File: config.mk
export PLATFORM = sky130hd
export DESIGN_NAME = tcde_decode
export DESIGN_NICKNAME = d
export VERILOG_FILES = /design/src/hw/rtl/text_cell_draw_engine_assert.svh /design/src/hw/rtl/tcde_pkg.sv /design/src/hw/rtl/tcde_decode.sv
export SDC_FILE = /design/constraint.sdc
export NUM_CORES = 1
export LEC_CHECK = 0
export ABC_AREA = 1
export BUFFER_PORTS_ARGS = -buffer_cell sky130_fd_sc_hd__buf_2
export CORE_MARGIN = 4
export CORE_UTILIZATION = 49
export DETAILED_ROUTE_END_ITERATION = 8
export PLACE_DENSITY = 0.84
export SLEW_MARGIN = 5
export SYNTH_ARGS = -nofsm -noshare
export SYNTH_HDL_FRONTEND = slang
export SYNTH_SLANG_ARGS = --single-unit
File: constraint.sdc
create_clock -name vclk -period 2.4
set_clock_uncertainty 0.05 [all_clocks]
set_input_delay 0 -clock vclk [all_inputs]
set_output_delay 0 -clock vclk [all_outputs]
set_load 0.05 [all_outputs]
File: src/hw/rtl/text_cell_draw_engine_assert.svh
// assertion helpers for the rtl top, text_cell_draw_engine.sv
`ifndef TEXT_CELL_DRAW_ENGINE_ASSERT_SVH
`define TEXT_CELL_DRAW_ENGINE_ASSERT_SVH

// same-cycle implication, sampled on clk_i, off while in reset
`define TCDE_ASSERT_IMP(lbl, ante, cons, msg) \
  lbl: assert property (@(posedge clk_i) disable iff (!rst_ni) (ante) |-> (cons)) \
    else $error(msg);

// next-cycle implication, sampled on clk_i, off while in reset
`define TCDE_ASSERT_NXT(lbl, ante, cons, msg) \
  lbl: assert property (@(posedge clk_i) disable iff (!rst_ni) (ante) |=> (cons)) \
    else $error(msg);

`endif

File: src/hw/rtl/tcde_pkg.sv
package tcde_pkg;

  // default screen geometry
  localparam int unsigned COLUMNS_DEF = 80;
  localparam int unsigned ROWS_DEF    = 25;

  // field widths
  localparam int unsigned CRD_W  = 8;   // clipped coordinate, up to 255
  localparam int unsigned ATTR_W = 7;
  localparam int unsigned CHAR_W = 8;
  localparam int unsigned CELL_W = 16;

  localparam logic [ATTR_W-1:0] ATTR_RESET = 7'h07;
  localparam logic [CHAR_W-1:0] SPACE_CHAR = 8'h20;

  // configuration register addresses
  localparam logic [1:0] REG_ATTR = 2'd0;

  // command codes
  typedef enum logic [3:0] {
    FN_CHAR   = 4'd0,
    FN_HLINE  = 4'd1,
    FN_VLINE  = 4'd2,
    FN_BOX    = 4'd3,
    FN_RECT   = 4'd4,
    FN_CLRROW = 4'd5,
    FN_FILL   = 4'd6,
    FN_INVROW = 4'd7,
    FN_READ   = 4'd8
  } func_e;

  // what the sequencer does over the region
  typedef enum logic [1:0] {
    OP_WRITE  = 2'd0,
    OP_INVERT = 2'd1,
    OP_READ   = 2'd2
  } op_e;

  // decoded command handed to the sequencer
  typedef struct packed {
    logic              ok;
    op_e               op;
    logic              border;
    logic [CRD_W-1:0]  x_lo;
    logic [CRD_W-1:0]  x_hi;
    logic [CRD_W-1:0]  y_lo;
    logic [CRD_W-1:0]  y_hi;
    logic [CHAR_W-1:0] ch;
  } cmd_t;

  // result of one request
  typedef struct packed {
    logic              done;
    logic              drew;
    logic [CELL_W-1:0] cell_value;
  } rsp_t;

  // swap fg into bg, keep blink, fold old fg bit 3 into blink
  function automatic logic [7:0] invert_attr(logic [7:0] a);
    invert_attr = {a[3:0], 4'b0000} | {5'b00000, a[6:4]} | {a[7], 7'b0000000};
  endfunction

endpackage

File: src/hw/rtl/tcde_decode.sv
module tcde_decode #(
  parameter int unsigned COLUMNS = tcde_pkg::COLUMNS_DEF,
  parameter int unsigned ROWS    = tcde_pkg::ROWS_DEF
) (
  input  logic [3:0]        func_i,
  input  logic signed [8:0] x_first_i,
  input  logic signed [8:0] y_first_i,
  input  logic signed [8:0] x_second_i,
  input  logic signed [8:0] y_second_i,
  input  logic [7:0]        fill_char_i,
  output tcde_pkg::cmd_t    cmd_o
);

  import tcde_pkg::*;

  localparam logic signed [9:0] COLS_S = 10'(COLUMNS);
  localparam logic signed [9:0] ROWS_S = 10'(ROWS);
  localparam logic [CRD_W-1:0]  X_MAX  = CRD_W'(COLUMNS - 1);
  localparam logic [CRD_W-1:0]  Y_MAX  = CRD_W'(ROWS - 1);

  // clamp a coordinate into 0 .. lim-1
  function automatic logic [CRD_W-1:0] clip_to(logic signed [9:0] v, logic signed [9:0] lim);
    logic signed [9:0] top;
    top = lim - 10'sd1;
    if (v < 10'sd0) begin
      clip_to = '0;
    end else if (v >= lim) begin
      clip_to = top[CRD_W-1:0];
    end else begin
      clip_to = v[CRD_W-1:0];
    end
  endfunction

  logic signed [9:0] x1, y1, x2, y2;
  logic signed [9:0] xa, xb, ya, yb;
  logic              x1_on, y1_on, rect_ok;

  assign x1 = $signed({x_first_i[8], x_first_i});
  assign y1 = $signed({y_first_i[8], y_first_i});
  assign x2 = $signed({x_second_i[8], x_second_i});
  assign y2 = $signed({y_second_i[8], y_second_i});

  // sorted line endpoints
  assign xa = (x1 > x2) ? x2 : x1;
  assign xb = (x1 > x2) ? x1 : x2;
  assign ya = (y1 > y2) ? y2 : y1;
  assign yb = (y1 > y2) ? y1 : y2;

  assign x1_on   = (x1 >= 10'sd0) && (x1 < COLS_S);
  assign y1_on   = (y1 >= 10'sd0) && (y1 < ROWS_S);
  assign rect_ok = (x1 >= 10'sd0) && (y1 >= 10'sd0) && (x2 < COLS_S) && (y2 < ROWS_S) &&
                   (x2 >= x1) && (y2 >= y1);

  // command to region and operation
  always_comb begin
    cmd_o        = '0;
    cmd_o.op     = OP_WRITE;
    cmd_o.ch     = fill_char_i;
    cmd_o.x_lo   = x1[CRD_W-1:0];
    cmd_o.x_hi   = x1[CRD_W-1:0];
    cmd_o.y_lo   = y1[CRD_W-1:0];
    cmd_o.y_hi   = y1[CRD_W-1:0];
    case (func_e'(func_i))
      FN_CHAR: begin
        cmd_o.ok = x1_on && y1_on;
      end
      FN_HLINE: begin
        cmd_o.ok   = y1_on && (xb >= 10'sd0) && (xa < COLS_S);
        cmd_o.x_lo = clip_to(xa, COLS_S);
        cmd_o.x_hi = clip_to(xb, COLS_S);
      end
      FN_VLINE: begin
        cmd_o.ok   = x1_on && (yb >= 10'sd0) && (ya < ROWS_S);
        cmd_o.y_lo = clip_to(ya, ROWS_S);
        cmd_o.y_hi = clip_to(yb, ROWS_S);
      end
      FN_BOX, FN_RECT: begin
        cmd_o.ok     = rect_ok;
        cmd_o.border = (func_e'(func_i) == FN_BOX);
        cmd_o.x_hi   = x2[CRD_W-1:0];
        cmd_o.y_hi   = y2[CRD_W-1:0];
      end
      FN_CLRROW: begin
        cmd_o.ok   = y1_on;
        cmd_o.ch   = SPACE_CHAR;
        cmd_o.x_lo = '0;
        cmd_o.x_hi = X_MAX;
      end
      FN_FILL: begin
        cmd_o.ok   = 1'b1;
        cmd_o.x_lo = '0;
        cmd_o.x_hi = X_MAX;
        cmd_o.y_lo = '0;
        cmd_o.y_hi = Y_MAX;
      end
      FN_INVROW: begin
        cmd_o.ok   = y1_on;
        cmd_o.op   = OP_INVERT;
        cmd_o.x_lo = '0;
        cmd_o.x_hi = X_MAX;
      end
      FN_READ: begin
        cmd_o.ok = x1_on && y1_on;
        cmd_o.op = OP_READ;
      end
      default: begin
        cmd_o.ok = 1'b0;
      end
    endcase
  end

endmodule

## Yosys cells after proc, flatten, opt, wreduce, memory -nomap -nowiden

Index checks and enable logic that the tools add are counted.

| storage, ports and cells | value |
|---|---|
| memory bits (writable) | 0 |
| bits in read-only memories | 0 |
| memories kept | 0 |
| word-level logic and storage cells | 67 |
| latch bits | 0 |
| bits of input ports | 48 |
| output and inout bits | 44 |
| flip-flop bits (word level) | 0 |

| operators by class | value |
|---|---|
| $add $sub $neg | 0 |
| divide/modulo/power cells | 0 |
| reductions and logical operators | 17 |
| order comparisons | 22 |
| $mul | 0 |
| shift operators | 0 |
| equal/unequal tests | 8 |
| bitwise gates (word level) | 0 |
| multiplexer cells | 20 |

Operators with widths:

| operator | count |
|---|---|
| 8-bit two-way mux | 9 |
| 8-bit case mux with 3 select lines | 2 |
| 10-bit by 1-bit less-than comparator with 1-bit output (second input constant) | 4 |
| 10-bit two-way mux | 4 |
| 8-bit case mux with 2 select lines | 2 |
| 10-bit by 1-bit greater-or-equal comparator with 1-bit output (second input constant) | 2 |
| 10-bit by 6-bit greater-or-equal comparator with 1-bit output (second input constant) | 2 |
| 10-bit by 8-bit greater-or-equal comparator with 1-bit output (second input constant) | 2 |
| 9-bit by 1-bit greater-or-equal comparator with 1-bit output (second input constant) | 2 |
| 9-bit greater-or-equal comparator | 2 |
| 9-bit greater-than comparator | 2 |
| 9-bit by 6-bit less-than comparator with 1-bit output (second input constant) | 2 |
| 9-bit by 8-bit less-than comparator with 1-bit output (second input constant) | 2 |
| 4-bit by 3-bit equality test with 1-bit output (second input constant) | 4 |
| 1-bit logical AND | 12 |
| 10-bit by 6-bit less-than comparator with 1-bit output (second input constant) | 1 |
| 10-bit by 8-bit less-than comparator with 1-bit output (second input constant) | 1 |
| 4-bit by 2-bit equality test with 1-bit output (second input constant) | 2 |
| 1-bit case mux with 6 select lines | 1 |
| 2-bit OR reduction | 3 |
| 4-bit by 1-bit equality test with 1-bit output (second input constant) | 1 |
| 4-bit equality test (second input constant) | 1 |
| 4-bit zero test | 1 |
| 2-bit case mux with 2 select lines | 1 |
| other kinds (2) | 2 |

## Logic depth before layout (Yosys ltp)

| depth | value |
|---|---|
| word-level depth | 7 |
| gate-level depth with buffers | 19 |
| mapped depth without buffers | 19 |

## Least setup slack after synthesis

No wires, ideal clock.

| timing | value |
|---|---|
| path kind | input port to output port |
| start | input func_i[2] |
| end | output cmd_o[31] (netlist bit) |
| data arrival time | 2.786 ns |
| data required time | 2.350 ns |
| stages on the path | 5 |
| setup slack | -0.436 ns |
| cells stage by stage | inv_1 nand2_1 nor3_1 a21oi_1 o21ai_0 |

RTL lines:

| item | RTL line | source |
|---|---|---|
| start, declared | tcde_decode.sv:5 | `input logic [3:0] func_i,` |
| end, declared | tcde_decode.sv:11 | `output tcde_pkg::cmd_t cmd_o` |

==> results.yml <==
synth:
  yosysWarnings: 0
  syn_nets: 447
  synth_cells: 381
  seq_area_frac_synth: 0
  avgSynthCellArea_sq_um: 4.929
  netlist_area_sq_um: 1878
  yosysUniqueCellTypes: 31
finish:
  synthToLayoutAreaGrowth_pct: 38.84
  n_clock_buffer: 0
  layout-drive-gt1-share: 0.2788
  multi_input_area_sq_um: 1690
  ff_latch_area_sq_um: 0
  layout.nets: 545
  fillCellCount: 335
  postLayoutCoreUtil: 0.7069
  mostFrequentLayoutCell: "nand2_1"
  stdcell_area_sq_um: 2608
  diodes: 0
  final_cell_mix: "nand2_1 (121), buf_2 (73), inv_1 (72)"
  seq_cell_count: 0
floorplanning:
  dieHeight_microns: 69.91
  io-pin-count: 92
  die_area_sq_um: 4887
  die_w_microns: 69.91
  rows: 22
  start_util: 0.5092
  coreArea_sq_um: 3689
worst_hold_path:
  holdCritPathClass: "in2out"
drt:
  first_pass_iters: 5
  num_vias: 2856
  wl_per_cell_microns: 12.74
  routed_wl_mm: 6.686
  ant_nets: 0
  drc_errors: 0
  drtIter0Drc: 224
  routed_via_density: 5.440
setup_path:
  start_kind: "input port"
  crit_path_end_kind: "output port"
  critical_path_class: "in2out"
  worstPathRequired_ns: 2.35
  cp_data_arrival_time_ns: 2.23
  path_max_fanout: 14
sta:
  worst_slew_pin_slew_ns: 0.7429
  fin_crit_sh: 0.9516
  fin_setup_tns_ns: 0
  hold_viol: 0
  fin_crit_ns: 2.284
  drv_slew: 0
  maxSlewHeadroom: 0.5047
  setup_viol: 0
  clock.fmax_mhz: 437.9
placed_design:
  hpwlAfterDp_mm: 5.280
  place.gp.congestion: 0.9204
  port_buffers: 92
  placed_cell_area_sq_um: 2410
global_routing:
  grt_pass1_vias: 2452
  grt_pass1_wl_mm: 10.18
  grt_start_max_net_pins: 29
  grt_usage: 0.2361
  grt_overflow: 0
  antenna_found_initial: 0
run_status:
  status: "complete, no violations"
job:
  drv_cap: 0
power_and_ir_drop:
  p_leak_nw: 1.545
  irDropWorstVdd_mv: 0.1804
  power_density_nw_per_um2: 328.7
final timing paths:
| check | depth (start not counted) | endpoint | from | slack [ns] |
|---|---|---|---|---|
| setup / recovery | 16 | cmd_o[10] | y_first_i[7] | 0.12 |
| hold / removal | 4 | cmd_o[2] | fill_char_i[2] | 0.31 |
synthesized netlist by cell type (2+ instances only):
| cell type | number | area (sq um) |
|---|---|---|
| ha_1 | 18 | 225.2 |
| o21ai_1 | 6 | 30.03 |
| a21oi_1 | 12 | 60.06 |
| nand4_1 | 6 | 37.54 |
| nand3_2 | 2 | 20.02 |
| or2_2 | 2 | 12.51 |
| a221oi_1 | 2 | 17.52 |
| buf_6 | 2 | 22.52 |
| o21ai_0 | 41 | 205.2 |
| nor3_1 | 6 | 30.03 |
| o211ai_1 | 2 | 15.01 |
| nor2_2 | 4 | 25.02 |
| nor2_1 | 26 | 97.59 |
| nand2_1 | 125 | 469.2 |
| a22oi_1 | 4 | 30.03 |
| nand3_1 | 29 | 145.1 |
| o22ai_1 | 3 | 18.77 |
| inv_1 | 73 | 274.0 |
| clkbuf_1 | 3 | 11.26 |
| nand2_2 | 4 | 25.02 |
through the flow:
step           hold WS (ns)  total power, W  setup WS, ns  std cells
5_1_grt              0.3315       0.0009291      -0.04204        525
3_5_place_dp         0.3150       0.0007628      -0.03614        521
4_1_cts              0.3161       0.0007730       0.03208        521
2_1_floorplan        0.1564       0.0005804       -0.2172        381
3_3_place_gp         0.3107       0.0007487       0.04931        521
6_report             0.3146       0.0008572        0.1162        525
layer usage:
| layer | vias to the layer above | wire [microns] | track usage |
|---|---|---|---|
| li1 | 1434 | - | - |
| met1 | 1239 | 2485 | 0.2842 |
| met2 | 171 | 3475 | 0.4544 |
| met3 | 12 | 635 | 0.01727 |
| met4 | 0 | 89 | 0.04255 |
| met5 | - | 0 | 0 |
layout make-up:
class | instances | area share
inverters | 73 | 0.1051
multi-input cells | 303 | 0.6483
well taps | 48 | 0.02303
repair buffers | 101 | 0.2236
power by group:
| part | switching (W) | internal, W |
|---|---|---|
| registers | 0 | 0 |
| logic | 0.000602 | 0.000255 |
| clock network | 0 | 0 |
| total | 0.000602 | 0.000255 |
critical path, stage by stage:
cell and delay [ns]:
buf_2 0.10, inv_1 0.15, ha_1 0.27, nand2_2 0.10, inv_1 0.07, a21oi_4 0.18, nand3_2 0.14, nand2_4 0.16
nand2_8 0.10, nand2_1 0.08, o21ai_1 0.12, nor2_2 0.21, buf_4 0.16, nand4_1 0.09, nand2_1 0.07, clkbuf_4 0.22
what timing repair did:
action                     4_1_cts  5_1_grt
gates resized for setup          4       50
hold buffers                     0        0
pin swaps                        0        8
cloned                           0        2
setup endpoints to repair        5       24
buffers inserted                 0        2
logic make-up after synthesis:
kind of cell / after synthesis / synth area share
adder cells (fa/ha/maj): 18 / 0.1199
AO/OA/AOI/OAI: 75 / 0.2279
AND/OR/NAND/NOR: 208 / 0.4817
buffers and inverters: 80 / 0.1705
(Power assumes the default switching activity.)
